===== src/hdl/vad_pkg.sv =====
package vad_pkg;

	localparam int COMPONENT_WIDTH_DEF = 16;
	localparam int CORDIC_STAGES_DEF   = 16;

	// Number of tabulated micro-rotation angles; more stages than this run only these.
	localparam int ANG_TABLE_LEN = 24;

	// Angles are in units of 2^-28 rad.
	localparam int ANGLE_WIDTH = 32;
	localparam int DIFF_WIDTH  = 34;
	localparam int OUT_WIDTH   = 16;

	// The datapath holds a component scaled by 2^16 plus three bits of growth headroom.
	localparam int SCALE_SHIFT = 16;
	localparam int HEADROOM    = 3;

	localparam logic signed [ANGLE_WIDTH-1:0] ANG_HALF_PI = 32'sd421657428;
	localparam logic signed [DIFF_WIDTH-1:0]  ANG_PI      = 34'sd843314857;
	localparam logic signed [DIFF_WIDTH-1:0]  ANG_TWO_PI  = 34'sd1686629714;
	localparam logic signed [DIFF_WIDTH-1:0]  ROUND_HALF  = 34'sd16384;
	localparam int ROUND_SHIFT = 15;
	localparam logic signed [DIFF_WIDTH-1:0]  OUT_PI      = 34'sd25736;

	// Effective number of micro-rotation stages.
	function automatic int eff_stages(input int stages);
		return (stages < ANG_TABLE_LEN) ? stages : ANG_TABLE_LEN;
	endfunction

	// Delay from an accepted item to its result strobe, covering pre-rotation,
	// the micro-rotations, then difference, wrap and rounding.
	function automatic int pipe_latency(input int stages);
		return eff_stages(stages) + 4;
	endfunction

	// atan(2^-i) in units of 2^-28 rad, rounded to nearest.
	function automatic logic signed [ANGLE_WIDTH-1:0] atan_ang(input int idx);
		logic signed [ANGLE_WIDTH-1:0] v;
		case (idx)
			0: v = 32'sd210828714;
			1: v = 32'sd124459457;
			2: v = 32'sd65760959;
			3: v = 32'sd33381290;
			4: v = 32'sd16755422;
			5: v = 32'sd8385879;
			6: v = 32'sd4193963;
			7: v = 32'sd2097109;
			8: v = 32'sd1048571;
			9: v = 32'sd524287;
			10: v = 32'sd262144;
			11: v = 32'sd131072;
			12: v = 32'sd65536;
			13: v = 32'sd32768;
			14: v = 32'sd16384;
			15: v = 32'sd8192;
			16: v = 32'sd4096;
			17: v = 32'sd2048;
			18: v = 32'sd1024;
			19: v = 32'sd512;
			20: v = 32'sd256;
			21: v = 32'sd128;
			22: v = 32'sd64;
			23: v = 32'sd32;
			default: v = '0;
		endcase
		return v;
	endfunction

endpackage


===== src/hdl/vad_cordic.sv =====
// Pipelined CORDIC vectoring: one register stage for the quarter-turn
// pre-rotation, then one register stage per micro-rotation.
module vad_cordic #(
	parameter int COMPONENT_WIDTH = vad_pkg::COMPONENT_WIDTH_DEF,
	parameter int CORDIC_STAGES   = vad_pkg::CORDIC_STAGES_DEF
) (
	input  logic                                     clk,
	input  logic signed [COMPONENT_WIDTH-1:0]        x_in,
	input  logic signed [COMPONENT_WIDTH-1:0]        y_in,
	output logic signed [vad_pkg::ANGLE_WIDTH-1:0]   z_out
);

	localparam int N  = vad_pkg::eff_stages(CORDIC_STAGES);
	localparam int W  = COMPONENT_WIDTH + vad_pkg::SCALE_SHIFT + vad_pkg::HEADROOM;
	localparam int AW = vad_pkg::ANGLE_WIDTH;

	logic signed [W-1:0]  x_ext;
	logic signed [W-1:0]  y_ext;
	logic signed [W-1:0]  x_s [0:N];
	logic signed [W-1:0]  y_s [0:N];
	logic signed [AW-1:0] z_s [0:N];

	assign x_ext = {{vad_pkg::HEADROOM{x_in[COMPONENT_WIDTH-1]}}, x_in,
		{vad_pkg::SCALE_SHIFT{1'b0}}};
	assign y_ext = {{vad_pkg::HEADROOM{y_in[COMPONENT_WIDTH-1]}}, y_in,
		{vad_pkg::SCALE_SHIFT{1'b0}}};

	// A vector in the left half-plane is turned by a quarter turn so the
	// micro-rotations start from the right half-plane.
	always_ff @(posedge clk) begin
		if (!x_ext[W-1]) begin
			x_s[0] <= x_ext;
			y_s[0] <= y_ext;
			z_s[0] <= '0;
		end else if (!y_ext[W-1]) begin
			x_s[0] <= y_ext;
			y_s[0] <= -x_ext;
			z_s[0] <= vad_pkg::ANG_HALF_PI;
		end else begin
			x_s[0] <= -y_ext;
			y_s[0] <= x_ext;
			z_s[0] <= -vad_pkg::ANG_HALF_PI;
		end
	end

	for (genvar i = 0; i < N; i++) begin : g_stage
		logic signed [W-1:0] dx;
		logic signed [W-1:0] dy;

		assign dx = x_s[i] >>> i;
		assign dy = y_s[i] >>> i;

		always_ff @(posedge clk) begin
			if (!y_s[i][W-1]) begin
				x_s[i+1] <= x_s[i] + dy;
				y_s[i+1] <= y_s[i] - dx;
				z_s[i+1] <= z_s[i] + vad_pkg::atan_ang(i);
			end else begin
				x_s[i+1] <= x_s[i] - dy;
				y_s[i+1] <= y_s[i] + dx;
				z_s[i+1] <= z_s[i] - vad_pkg::atan_ang(i);
			end
		end
	end

	assign z_out = z_s[N];

endmodule


===== config.mk =====
export PLATFORM = sky130hd
export DESIGN_NAME = vad_cordic
export DESIGN_NICKNAME = d
export VERILOG_FILES = /design/src/hdl/vad_pkg.sv /design/src/hdl/vad_cordic.sv
export SDC_FILE = /design/constraint.sdc
export NUM_CORES = 2
export LEC_CHECK = 0
export BUFFER_PORTS_ARGS = -buffer_cell sky130_fd_sc_hd__buf_4
export CAP_MARGIN = 30
export CORE_ASPECT_RATIO = 0.6
export CORE_MARGIN = 1
export CORE_UTILIZATION = 35
export DETAILED_ROUTE_END_ITERATION = 8
export GPL_TIMING_DRIVEN = 1
export HOLD_SLACK_MARGIN = 0.03
export PLACE_DENSITY = 0.47
export REMOVE_ABC_BUFFERS = 1
export SYNTH_ARGS = -nofsm -noshare
export SYNTH_HDL_FRONTEND = slang
export SYNTH_SLANG_ARGS = --single-unit

===== constraint.sdc =====
create_clock -name clk -period 5.8 [get_ports clk]
set_input_delay 0.29 -clock clk [delete_from_list [all_inputs] [get_ports clk]]
set_output_delay 0.29 -clock clk [all_outputs]
set_load 0.05 [all_outputs]

* Word-level counts from Yosys, hierarchy flattened
Memories as Yosys holds them, arrays and structs flattened.
Cells that the tools add are included.
** Word-level totals
- Output and inout bits :: 32
- Memories kept :: 3
- Logic and storage cells :: 247
- Bits in writable memories :: 1734
- Input port bits :: 33
- Bits in registers :: 0
** Cells by class
- Add/subtract/negate cells :: 97
- Bitwise operators :: 54
- Mux-type cells :: 93
** Memories
- x_s :: depth 17, bits a word 35, read ports 16, clocked after Yosys merged registers in 0, wr ports 17, RTL line vad_cordic.sv:19 : logic signed [W-1:0] x_s [0:N];
- y_s :: depth 17, bits a word 35, read ports 16, clocked after Yosys merged registers in 0, wr ports 17, RTL line vad_cordic.sv:20 : logic signed [W-1:0] y_s [0:N];
- z_s :: depth 17, bits a word 32, read ports 17, clocked after Yosys merged registers in 0, wr ports 17, RTL line vad_cordic.sv:21 : logic signed [AW-1:0] z_s [0:N];
** Operator list (number)
- two-way mux 35 bit :: 36
- two-way mux 32 bit :: 18
- adder 35 x 20 -> 35 bit :: 2
- adder 35 x 21 -> 35 bit :: 2
- adder 35 x 22 -> 35 bit :: 2
- adder 35 x 23 -> 35 bit :: 2
- adder 35 x 24 -> 35 bit :: 2
- adder 35 x 25 -> 35 bit :: 2
- adder 35 x 26 -> 35 bit :: 2
- adder 35 x 27 -> 35 bit :: 2
- adder 35 x 28 -> 35 bit :: 2
- adder 35 x 29 -> 35 bit :: 2
- adder 35 x 30 -> 35 bit :: 2
- adder 35 x 31 -> 35 bit :: 2
- adder 35 x 32 -> 35 bit :: 2
- adder 35 x 33 -> 35 bit :: 2
- adder 35 x 34 -> 35 bit :: 2
- negation 32 -> 35 bit :: 2
- subtractor 35 x 20 -> 35 bit :: 2
- subtractor 35 x 21 -> 35 bit :: 2
- subtractor 35 x 22 -> 35 bit :: 2
- subtractor 35 x 23 -> 35 bit :: 2
- subtractor 35 x 24 -> 35 bit :: 2
- subtractor 35 x 25 -> 35 bit :: 2
- 43 further kinds :: 146

* Depth between registers and ports, before layout
- Word-level depth :: 5
- Gate-level depth with buffers :: 21
- Mapped depth without buffers :: 21

* Least setup slack after synthesis
Ideal clock, no wire load.
- Kind :: reg2reg
- Start :: memory y_s[1][34] in the netlist's numbering
- End :: memory x_s[2][31] in the netlist's numbering
- Cell stages (with the launch flop) :: 16
- Data arrival time :: 4.361 ns
- Data required time :: 5.721 ns
- Setup time :: 0.079 ns
- Path slack :: 1.360 ns
- Period minus slack after synthesis :: 4.440 ns
- Path buffers :: 2
- Path through :: dfxtp_1 > clkbuf_1 > buf_1 > mux2i_1 > ha_1 > ha_1 > o21a_1 > o21ai_0 > a21boi_0 > o21ai_0 > a21boi_1 > o41a_1 > a41o_1 > o41ai_2 > or4b_2 > o211ai_1
** RTL lines (RTL line)
- start, declared :: vad_cordic.sv:20
- end, declared :: vad_cordic.sv:19

==> results_dict.tcl <==
set metrics [dict create \
    status "finished, final reports clean" \
    synth_area_per_cell_um2 8.42 \
    cts.sinks 1374 \
    final.min_clock_period_ns 5.26 \
    nets 13406 \
    end_kind "register" \
    min_period_over_period 0.907 \
    finalSetupTns_ns 0 \
    clockBufferDepth 4 \
    io_buffers 63 \
    viasPerCell 5.43 \
    cts_tree "built" \
    cp.arrival_ns 6.01 \
    wl_per_cell_um 19.6 \
    drtAntennaViolNets 0 \
    cap_violations 0 \
    drt_wl_total_mm 313 \
    fmax_ghz 0.190 \
    syn_area_um2 99500 \
    setup_viol 0 \
    grt_pass1_wl_mm 482 \
    worst_skew_pair.late_latency_ns 0.88 \
    ys_types 95 \
    grt_usage 0.211 \
    path_max_fanout 7 \
    detailed_place_hpwl_mm 257 \
    maxSlewViolCount 0 \
    num_io_pins 65 \
    die_w_um 690 \
    hp-class "register to register" \
    grt_pass1_vias 79123 \
    drive_above_1_share 0.0509 \
    placementRows 151 \
    rsz0062_at_grt "no" \
    numCtsBuffers 162 \
    worstSetupPathType "register to register" \
    die-area_um2 286000 \
    die_y_um 415 \
    drc 0 \
    worst_pin_slew_ns 1.11 \
    gp_congestion 0.929 \
    maxSlewHeadroom 0.240 \
    path_clk_slew_ns 0.07 \
    final_common_cell "dfxtp_1" \
    grt_max_degree 59 \
    dr.pass1.iters 6 \
    start_kind "register" \
    syn2layout_area_growth_pct 11.9 \
    antenna_found_initial 17 \
    final_cell_mix "1,319 x dfxtp_1, 1,255 x ha_1, 1,216 x nor2_1, 1,183 x a21oi_1, 1,056 x xnor2_1" \
    num_vias 86664 \
    worstPathRequired_ns 6.55 \
    ys_seq_area_frac 0.281 \
    ys_warn_count 0 \
    async_flop_share 0 \
    start_util 0.352 \
    rr_worst_depth 15 \
    coreArea_um2 282000 \
    htreeDepth 4 \
    synth_edf_count 41 \
    hold_depth 0 \
    cts-root-buf "clkbuf_16" \
    overflow 0 \
    ys.flop_type "dfxtp_1" \
    drt_iter0_drc 7706 \
    ys_seq_elements 1374 \
    synth_cells 11817 \
    finalHoldViolCount 0 \
    final.setup_skew_ns 0.0699 \
]
==> timing repair <==
item                       CTS  global route
hold buffers                59             0
setup buffers                0             0
resized for setup            0             1
setup endpoints to repair    0             1
hold endpoints to repair    36             0
==> stage by stage <==
step,instance area [µm²],utilization,hold WS (ns),worst slack (ns),std cells
detailed placement,105000,0.372,0.312,0.440,15604
CTS,111000,0.394,0.300,0.368,15950
finish,111000,0.394,0.322,0.539,15961
floorplan,98900,-,0.310,0.520,11666
global placement,105000,0.372,0.312,0.477,15600
global route,111000,0.394,0.330,0.253,15955
==> cell families after synthesis <==
logic type                 share of synthesized area
and+or+nand+nor                                0.165
AOI/OAI and AO/OA                              0.210
xor gates and xnor gates                       0.143
DFF                                            0.281
adders and majority gates                      0.165
buffers and inverters                         0.0282
muxes                                        0.00779
other                                      0.0000755
==> final cells by class <==
cell class | count | area [µm²]
antenna | 6 | 15.0
clock buffer | 211 | 4620
clock inverter | 76 | 932
fill | 28516 | 171000
inverter | 550 | 2060
multi-input combinational | 9742 | 68900
sequential | 1374 | 27900
tap | 3748 | 4690
timing repair buffer | 254 | 2090
==> synth_stat cells (142+ instances only) <==
library cell / n / area [µm²]
dfxtp_1: 1333 / 26700
nor3_1: 344 / 1720
ha_1: 1255 / 15700
a31oi_1: 142 / 888
a21oi_1: 1183 / 5920
nand3_1: 194 / 971
clkbuf_1: 152 / 571
nor2_1: 1216 / 4560
inv_1: 548 / 2060
o21ai_0: 511 / 2560
o21a_1: 165 / 1240
a21o_1: 477 / 3580
xnor2_1: 1056 / 9250
xor2_1: 569 / 4980
nand2b_1: 153 / 957
nor2b_1: 190 / 1190
o21bai_1: 152 / 1140
nand2_1: 625 / 2350
==> flip-flops by register name (all words and copies together) (netlist names) <==
| name | flops |
|---|---|
| z_s | 497 |
| y_s | 445 |
| x_s | 432 |
==> critical path, cell delays in order, from the launching register on <==
cell and delay [ns]:
dfxtp_1 0.36, nor3_1 0.24, and3_1 0.24, and3b_1 0.26, nand2b_1 0.14, nor4b_1 0.82
a21oi_1 0.41, mux2_2 0.37, ha_1 0.22, or3_1 0.39, a221o_1 0.31, a31oi_1 0.40
o21ai_0 0.16, or3b_2 0.47, a31oi_1 0.24, xnor2_1 0.14
==> path summary, 6_finish.rpt <==
check                    from     endpoint  slack [ns]
setup / recovery  x_s[13][15]  y_s[14][34]        0.54
hold / removal     z_s[12][9]   z_s[13][9]        0.32
setup reg to reg  x_s[13][15]  y_s[14][34]        0.54
hold reg to reg    z_s[12][9]   z_s[13][9]        0.32
==> per-layer routing <==
metal | track usage | wire length, µm | part of all wire | vias up
met5 | 0 | 13 | 0.000042 | -
met4 | 0.0303 | 3830 | 0.012 | 2
met3 | 0.0403 | 24000 | 0.077 | 267
met2 | 0.246 | 101000 | 0.32 | 2451
met1 | 0.373 | 184000 | 0.59 | 41109
li1 | - | - | - | 42835
Power is left out: the tool's default activity adds up to more than one toggle a clock period on the data nets, which glitch-free logic cannot reach.
